<file path="src/rtl/htfd_pkg.sv">
// ----------------------------------------------------------------------------
// Humidity and temperature frame decoder package
// Frame positions, CRC-8 constants, scaling constants and the byte-wide CRC.
// ----------------------------------------------------------------------------
package htfd_pkg;

	typedef logic [2:0] htfd_pos_t;

	localparam htfd_pos_t PosTempMsb = 3'd0;
	localparam htfd_pos_t PosTempLsb = 3'd1;
	localparam htfd_pos_t PosTempCrc = 3'd2;
	localparam htfd_pos_t PosHumMsb  = 3'd3;
	localparam htfd_pos_t PosHumLsb  = 3'd4;
	localparam htfd_pos_t PosHumCrc  = 3'd5;

	localparam logic [7:0] CrcPoly = 8'h31;
	localparam logic [7:0] CrcInit = 8'hFF;

	localparam int TempWidth = 15;
	localparam int HumWidth  = 14;

	localparam logic [14:0] TempSpan   = 15'd17500;
	localparam logic [14:0] HumSpan    = 15'd10000;
	localparam logic [14:0] TempOffset = 15'd4500;
	localparam logic [13:0] HumMax     = 14'd9999;

	function automatic logic [7:0] crc8_byte(input logic [7:0] crc, input logic [7:0] data);
		logic [7:0] c;
		c = crc ^ data;
		for (int i = 0; i < 8; i++) begin
			c = c[7] ? ({c[6:0], 1'b0} ^ CrcPoly) : {c[6:0], 1'b0};
		end
		return c;
	endfunction

endpackage

</file>
<file path="src/rtl/humidity_temp_frame_decoder_core.sv">
// ----------------------------------------------------------------------------
// Humidity and temperature frame decoder
// Checks the two CRC-protected words of a six-byte sensor frame, scales them
// to hundredths and presents the held values after the sixth byte.
// ----------------------------------------------------------------------------
// A result is registered on the master side once the sixth byte of a frame
// has passed the input register; other bytes produce no result.
// One byte is accepted every cycle unless a held result stalls the sixth byte; the
// CRC update and one constant multiplication lie between input and result registers.
// An asynchronous low reset clears position, CRC, held values and valid flags.
module humidity_temp_frame_decoder_core (
	input  logic        clk,
	input  logic        arst_n,
	input  logic        s_axis_tvalid,
	output logic        s_axis_tready,
	input  logic [7:0]  s_axis_tdata,  // [7:0] rx_byte
	input  logic [0:0]  s_axis_tuser,  // [0] frame_start
	output logic        m_axis_tvalid,
	input  logic        m_axis_tready,
	output logic [31:0] m_axis_tdata,  // [14:0] temperature_centi, [28:15] humidity_centi
	output logic [1:0]  m_axis_tuser   // [0] temperature_ok, [1] humidity_ok
);
	import htfd_pkg::*;

	logic                 valid_s1;
	logic [7:0]           byte_s1;
	logic                 start_s1;

	htfd_pos_t            pos_q;
	logic [7:0]           crc_q;
	logic [7:0]           high_q;
	logic [14:0]          scaled_q;
	logic                 temp_pass_q;
	logic [TempWidth-1:0] temp_q;
	logic [HumWidth-1:0]  hum_q;

	logic                 out_valid_q;
	logic [TempWidth-1:0] out_temp_q;
	logic [HumWidth-1:0]  out_hum_q;
	logic                 out_temp_ok_q;
	logic                 out_hum_ok_q;

	htfd_pos_t            pos;
	logic [7:0]           crc_in;
	logic [7:0]           crc_next;
	logic                 crc_match;
	logic [15:0]          raw;
	logic [14:0]          span;
	logic [30:0]          prod;
	logic [31:0]          recip_sum;
	logic [14:0]          quot;
	logic                 produces;
	logic                 go;
	logic                 fire;

	assign pos = (start_s1 || pos_q > PosHumCrc) ? PosTempMsb : pos_q;

	assign crc_in    = (pos == PosTempMsb || pos == PosHumMsb) ? CrcInit : crc_q;
	assign crc_next  = crc8_byte(crc_in, byte_s1);
	assign crc_match = (crc_q == byte_s1);

	// Division by 65535 is exact here as a reciprocal add and shift.
	assign raw       = {high_q, byte_s1[7:2], 2'b00};
	assign span      = (pos == PosTempLsb) ? TempSpan : HumSpan;
	assign prod      = 31'(raw) * 31'(span);
	assign recip_sum = 32'(prod) + 32'(prod[30:16]) + 32'd1;
	assign quot      = recip_sum[30:16];

	assign produces      = valid_s1 && (pos == PosHumCrc);
	assign go            = !produces || !out_valid_q || m_axis_tready;
	assign fire          = valid_s1 && go;
	assign s_axis_tready = !valid_s1 || go;

	always_ff @(posedge clk or negedge arst_n) begin
		if (!arst_n) begin
			valid_s1 <= 1'b0;
		end else if (s_axis_tready) begin
			valid_s1 <= s_axis_tvalid;
		end
	end

	always_ff @(posedge clk) begin
		if (s_axis_tready && s_axis_tvalid) begin
			byte_s1  <= s_axis_tdata;
			start_s1 <= s_axis_tuser[0];
		end
	end

	always_ff @(posedge clk or negedge arst_n) begin
		if (!arst_n) begin
			pos_q         <= PosTempMsb;
			crc_q         <= CrcInit;
			high_q        <= '0;
			scaled_q      <= '0;
			temp_pass_q   <= 1'b0;
			temp_q        <= '0;
			hum_q         <= '0;
			out_valid_q   <= 1'b0;
			out_temp_q    <= '0;
			out_hum_q     <= '0;
			out_temp_ok_q <= 1'b0;
			out_hum_ok_q  <= 1'b0;
		end else begin
			if (m_axis_tready) begin
				out_valid_q <= 1'b0;
			end
			if (fire) begin
				case (pos)
					PosTempMsb, PosHumMsb: begin
						if (pos == PosTempMsb) begin
							temp_pass_q <= 1'b0;
						end
						crc_q  <= crc_next;
						high_q <= byte_s1;
						pos_q  <= pos + 3'd1;
					end
					PosTempLsb, PosHumLsb: begin
						crc_q    <= crc_next;
						scaled_q <= quot;
						pos_q    <= pos + 3'd1;
					end
					PosTempCrc: begin
						temp_pass_q <= crc_match;
						if (crc_match) begin
							temp_q <= scaled_q - TempOffset;
						end
						crc_q <= CrcInit;
						pos_q <= PosHumMsb;
					end
					PosHumCrc: begin
						if (crc_match) begin
							hum_q <= scaled_q[HumWidth-1:0];
						end
						crc_q         <= CrcInit;
						pos_q         <= PosTempMsb;
						out_valid_q   <= 1'b1;
						out_temp_q    <= temp_q;
						out_hum_q     <= crc_match ? scaled_q[HumWidth-1:0] : hum_q;
						out_temp_ok_q <= temp_pass_q;
						out_hum_ok_q  <= crc_match;
					end
					default: begin
						pos_q <= PosTempMsb;
					end
				endcase
			end
		end
	end

	assign m_axis_tvalid = out_valid_q;
	assign m_axis_tdata  = {3'b000, out_hum_q, out_temp_q};
	assign m_axis_tuser  = {out_hum_ok_q, out_temp_ok_q};

	// The frame position never leaves the six valid positions.
	a_pos_range: assert property (@(posedge clk) disable iff (!arst_n)
		pos_q <= PosHumCrc)
		else $error("frame position out of range");

	// The held humidity stays within its scaled range.
	a_hum_range: assert property (@(posedge clk) disable iff (!arst_n)
		hum_q <= HumMax)
		else $error("held humidity out of range");

	// Completing a frame restarts the position and the CRC and raises result valid.
	a_frame_end: assert property (@(posedge clk) disable iff (!arst_n)
		fire && produces |=> pos_q == PosTempMsb && crc_q == CrcInit && out_valid_q)
		else $error("frame end did not restart decoder");

	// The temperature check byte reloads the CRC for the humidity word.
	a_temp_crc: assert property (@(posedge clk) disable iff (!arst_n)
		fire && pos == PosTempCrc |=> pos_q == PosHumMsb && crc_q == CrcInit)
		else $error("temperature check did not reload CRC");

	// A request is refused only while a result is held and not taken.
	a_stall: assert property (@(posedge clk) disable iff (!arst_n)
		!s_axis_tready |-> valid_s1 && out_valid_q && !m_axis_tready)
		else $error("input stalled without an output stall");

endmodule
</file>
<file path="config.mk">
export PLATFORM = sky130hd
export DESIGN_NAME = humidity_temp_frame_decoder_core
export DESIGN_NICKNAME = d
export VERILOG_FILES = /design/src/rtl/htfd_pkg.sv /design/src/rtl/humidity_temp_frame_decoder_core.sv
export SDC_FILE = /design/constraint.sdc
export NUM_CORES = 1
export LEC_CHECK = 0
export ABC_AREA = 1
export BUFFER_PORTS_ARGS = -buffer_cell sky130_fd_sc_hd__buf_2
export CORE_ASPECT_RATIO = 1.75
export CORE_UTILIZATION = 40
export CTS_CLUSTER_DIAMETER = 200
export DETAILED_ROUTE_END_ITERATION = 8
export PLACE_DENSITY_LB_ADDON = 0.12
export SLEW_MARGIN = 20
export SYNTH_ARGS = -nofsm -noshare
export SYNTH_HDL_FRONTEND = slang
export SYNTH_SLANG_ARGS = --single-unit
</file>
<file path="constraint.sdc">
create_clock -name clk -period 8.4 [get_ports clk]
set_clock_uncertainty 0.1 [all_clocks]
set_input_delay 1.26 -clock clk [delete_from_list [all_inputs] [get_ports clk]]
set_output_delay 1.26 -clock clk [all_outputs]
set_load 0.1 [all_outputs]
</file>
* Word-level counts from Yosys, hierarchy flattened
Index checks and enable logic that the tools add are counted.
** Cells by class
- $lt $le $gt $ge :: 1
- Add/subtract/negate cells :: 4
- Muxes and demuxes :: 19
- Reductions and logical operators :: 25
- Bitwise gates (word level) :: 9
- Multiply operators :: 1
- Equality and inequality tests :: 7
** Operators by type and width (count)
- $mux 6 :: 8
- $add 31x1->31 const B :: 1
- $add 31x15->31 :: 1
- $mul 14x15->29 :: 1
- $not 3->3 :: 8
- $pmux 8 s2 :: 1
- $mux 15 :: 1
- $sub 15x13->15 const B :: 1
- $mux 14 :: 1
- $reduce_and 3->1 :: 3
- $eq 8x8->1 :: 1
- $mux 8 :: 1
- $reduce_and 2->1 :: 4
- $xor 8x8->8 :: 1
- $eq 3x2->1 const B :: 2
- $eq 3x3->1 const B :: 2
- $pmux 3 s2 :: 1
- $reduce_or 2->1 :: 3
- $logic_or 1x1->1 :: 5
- $mux 1 :: 4
- $reduce_bool 2->1 :: 2
- $reduce_or 4->1 :: 1
- $add 3x1->3 const B :: 1
- $eq 3x1->1 const B :: 1
- 7 further kinds :: 11
** Word-level totals
- Output and inout port bits :: 36
- Register bits after elaboration :: 92

* Depth between registers and ports, before layout
- Depth in word-level cells :: 24
- Gate-level depth with buffers :: 46
- Depth with buffers taken out :: 45

* Worst setup path before layout
Ideal clock, no wire load.
- Kind :: reg-to-reg
- Start point :: reg pos_q[2]
- End point :: reg scaled_q[0]
- Arrival time :: 7153 ps
- Period minus slack after synthesis :: 7370 ps
- Cell stages (with the launch flop) :: 43
- Data required time :: 8183 ps
- Setup slack :: 1030 ps
- Cell sequence :: dfrtp_1 -> a21oi_1 -> inv_1 -> nor2_1 -> inv_1 -> ha_1 -> nand2_1 -> clkbuf_1 -> clkbuf_1 -> nor2_1 -> ha_1 -> inv_1 -> fa_1 -> fa_1 -> inv_1 -> fa_1 -> fa_1 -> inv_1 -> (+7 left out) -> nand2_1 -> nand3_1 -> nand2_1 -> nand2_1 -> nand2_1 -> nand2_1 -> inv_1 -> ha_1 -> nand2_1 -> nor2_1 -> a211oi_1 -> o21a_1 -> nor2_1 -> nand2_1 -> nand3_2 -> xor2_1 -> nand2_1 -> nand2_1
** On the way
- Cells in the longest elaborated chain, start to end :: 10
- Elaborated cells on any way between the ends :: 17
- Those cells by class :: add/sub (2); mul (1); order compare (1); eq/ne (3); mux (2); reduce/logical (8)
** Ends and longest elaborated chain
- from (decl) :: RTL line humidity_temp_frame_decoder_core.sv:29 : htfd_pos_t pos_q;
- from (signal assigned) :: RTL line humidity_temp_frame_decoder_core.sv:91 : pos_q <= PosTempMsb;
- from (signal assigned) :: RTL line humidity_temp_frame_decoder_core.sv:115 : pos_q <= pos + 3'd1;
- from (signal assigned) :: RTL line humidity_temp_frame_decoder_core.sv:120 : pos_q <= pos + 3'd1;
- $gt 3x3->1 :: RTL line humidity_temp_frame_decoder_core.sv:56 : assign pos = (start_s1 || pos_q > PosHumCrc) ? PosTempMsb : pos_q;
- $logic_or 1x1->1 :: RTL line humidity_temp_frame_decoder_core.sv:56
- $mux 3 * :: RTL line humidity_temp_frame_decoder_core.sv:56
- parallel branches: the longest is 7 deep, another holds $add 31x15->31
- to (signal assigned) :: RTL line humidity_temp_frame_decoder_core.sv:119 : scaled_q <= quot;
- to (decl) :: RTL line humidity_temp_frame_decoder_core.sv:32 : logic [14:0] scaled_q;
Mark *: on every way between the ends.
A chain may end at the register's enable or synchronous reset.

* Worst setup path after layout
- Start point :: reg pos_q[2]
- End point :: reg scaled_q[4]
Same word-level chain as after synthesis.

==> results.sh <==
export IMPL_clk_pin_slew_ns=0.07
export IMPL_ys_ff_latch=92
export IMPL_finalNetCount=1630
export IMPL_antenna_found_initial=0
export IMPL_slew_headroom_pct=44.2
export IMPL_critPathKind="flop to flop"
export IMPL_finalInstanceArea_sq_um=11200
export IMPL_clkSinkCount=92
export IMPL_drive_above_1_share_pct=10.1
export IMPL_io_pins=49
export IMPL_worstMarginPinSlew_ns=0.836
export IMPL_crit_fanout=9
export IMPL_reg2regPathDepth=39
export IMPL_die_width_microns=123
export IMPL_drtIter0Drc=293
export IMPL_final_setup_tns_ns=0
export IMPL_worst_r2r_setup_slack_ns=0.62
export IMPL_viasPerCell=4.93
export IMPL_worstHoldPathCells=2
export IMPL_post_place_ws_ns=0.306
export IMPL_cp_arrival_ns=7.91
export IMPL_end_kind="flop"
export IMPL_syn2layout_area_growth_pct=10.2
export IMPL_netlist_area_leader_share_pct=18.5
export IMPL_slowest_stage="fa_1"
export IMPL_hold_viol=0
export IMPL_syn_area_sq_um=10200
export IMPL_regToRegEndpoint="scaled_q[4]"
export IMPL_postSynthCellCount=1349
export IMPL_syn_avg_cell_area_sq_um=7.54
export IMPL_dpl_instance_area_sq_um=10800
export IMPL_cap_viol_max_count=0
export IMPL_grt_ovfl_total=0
export IMPL_clock_latency_ns=0.35
export IMPL_worstPathRequired_ns=8.53
export IMPL_routed_wl_microns=26700
export IMPL_slowest_delay_ns=0.52
export IMPL_synth_area_leaders="dfrtp_1, ha_1, fa_1, nand2_1, inv_1"
export IMPL_clockRootBuffer="clkbuf_16"
export IMPL_outcome="completed"
export IMPL_post_place_cells=1713
export IMPL_cts_tree="yes"
export IMPL_grt_start_max_net_pins=67
export IMPL_die_height_microns=213
export IMPL_synth_top_area_cell="dfrtp_1"
export IMPL_start_util_pct=41.0
export IMPL_nFillCells=2562
export IMPL_slew_violations=0
export IMPL_rsz0062_at_grt="no"
export IMPL_worst_slack_ns=0.617
export IMPL_cts_max_path_buffers=2
export IMPL_dpl_hpwl_microns=23000
export IMPL_portBuffers=45
export IMPL_cts_inserted_buffers=9
export IMPL_hold_class="flop to flop"
export IMPL_core_sq_um=24800
export IMPL_fin_cells=1731
export IMPL_wl_per_cell_microns=15.4
export IMPL_die_area_sq_um=26100
export IMPL_clock_fmax_mhz=128
export IMPL_htreeDepth=3
export IMPL_setup_viol=0
export IMPL_crit_path_frequent_cell="nand2_1"
export IMPL_ys_async_sr_fraction_pct=90.2
export IMPL_grt_pass1_wl_microns=43800
export IMPL_crit_path_start_kind="flop"
export IMPL_first_global_vias=8847
export IMPL_grt_usage_pct=22.3
export IMPL_min_delay_start="out_temp_q[4]"
export IMPL_rows=76
export IMPL_drtAntennaViolNets=0
export IMPL_synth_edf_count=9
export IMPL_min_period_ns=7.78
export IMPL_drc=0
export IMPL_num_antenna_cells=0
export IMPL_r2r_start="pos_q[2]"
export IMPL_place_gp_congestion=0.931
export IMPL_postCtsHoldBufs=0
export IMPL_post_route_period_util_pct=92.7
export IMPL_hold_end="out_temp_q[4]"
export IMPL_ys_seq_area_share_pct=23.2
export IMPL_register_area_sq_um=2360
export IMPL_ys_flop_type="dfrtp_1"
export IMPL_drt_pass1_iter_count=4
export IMPL_synth_cell_types=43
export IMPL_multi_input_area_sq_um=6870
export IMPL_yosysWarnings=0
export IMPL_vias=8527
## cell usage after synthesis, types with 5 or more instances
library cell,instances
inv_2,7
xnor2_1,14
nand2_1,361
buf_4,6
xor2_1,25
o22ai_1,5
nand3_1,74
nand3_2,5
clkbuf_1,12
dfstp_2,8
dfrtp_1,75
nor2_1,104
nand2_2,6
o21bai_1,9
nand4_1,19
edfxtp_1,9
or2_2,5
inv_1,250
ha_1,133
a21oi_1,34
o21ai_0,68
fa_1,70
nor3_1,6
nor2_2,10
## per-stage QoR
stage | utilization (%) | hold WS, ns
global placement | 43.6 | 0.348
CTS | 44.8 | 0.369
global route | 45.2 | 0.391
floorplan | - | 0.343
detailed placement | 43.6 | 0.353
finish | 45.2 | 0.364
## routing by layer
metal / vias up / global-route usage, % / share of wire, %
li1: 4330 / - / -
met1: 3982 / 21.4 / 36
met2: 146 / 44.8 / 57
met3: 69 / 1.90 / 2.1
met4: 0 / 12.2 / 5.0
met5: - / 0 / 0
## cell usage in the layout, fill, tap and decap left out, types with 9 or more instances in the layout
cell type and count:
nand4_1 19, o21ai_0 68, clkbuf_16 9, xnor2_1 14, a21oi_1 33, nor2_1 94
buf_4 13, edfxtp_1 9, nor2_2 18, ha_1 132, nand3_1 74, xor2_1 25
fa_1 70, inv_1 250, buf_2 44, nand2_1 358, dfrtp_1 75, nand2_2 9
o21bai_1 9, conb_1 17
## how the worst max path moves through the flow
stage / startpoint / to / slack (ns) / cells past startpoint
floorplan: pos_q[2] / scaled_q[0] / 1.03 / 42
global placement: pos_q[2] / scaled_q[4] / 0.41 / 38
detailed placement: pos_q[2] / scaled_q[4] / 0.31 / 38
CTS: pos_q[2] / scaled_q[4] / 0.26 / 38
global route: pos_q[2] / scaled_q[4] / 0.02 / 42
finish: pos_q[2] / scaled_q[4] / 0.62 / 39
## layout make-up
| class | instances | share of cell area (%) |
|---|---|---|
| multi-input cells | 995 | 61.3 |
| flip-flops and latches | 92 | 21.0 |
| inverters | 259 | 8.71 |
| well taps | 312 | 3.48 |
| repair buffers | 57 | 2.84 |
| clock buffers | 10 | 2.04 |
| clock inverters | 6 | 0.580 |
## sequential cells by signal, indices dropped and copies added, names as in the netlist
signal         count
temp_pass_q        1
pos_q              3
m_axis_tvalid      1
valid_s1           1
byte_s1            8
out_hum_ok_q       1
high_q             8
temp_q            15
out_hum_q         14
crc_q              8
start_s1           1
scaled_q          15
out_temp_q        15
out_temp_ok_q      1
## worst max-delay path: cells and delay by family (launching register included)
family / cells / cell delay [ns]
fa+ha+maj: 9 / 3.69
compound gates: 4 / 0.66
buf+inv: 8 / 0.89
simple gates: 18 / 1.92
flops: 1 / 0.40
## repair_timing
action	CTS	global route
hold endpoints to repair	0	0
setup endpoints to repair	0	15
setup buffers	0	2
resized for setup	0	20
## cell families (layout without fill, tap and decap cells)
kind of cell | after synthesis | after routing | share of synthesized area, %
AOI/OAI and AO/OA | 131 | 131 | 7.13
xor gates and xnor gates | 42 | 42 | 3.84
adders and majority gates | 203 | 203 | 30.1
buffers and inverters | 277 | 332 | 10.4
DFF | 92 | 92 | 23.2
muxes | 2 | 2 | 0.221
other | 2 | 17 | 0.0738
and+or+nand+nor | 600 | 600 | 25.0
Power is left out: the tool's default activity adds up to more than one toggle a clock period on the data nets, which glitch-free logic cannot reach.
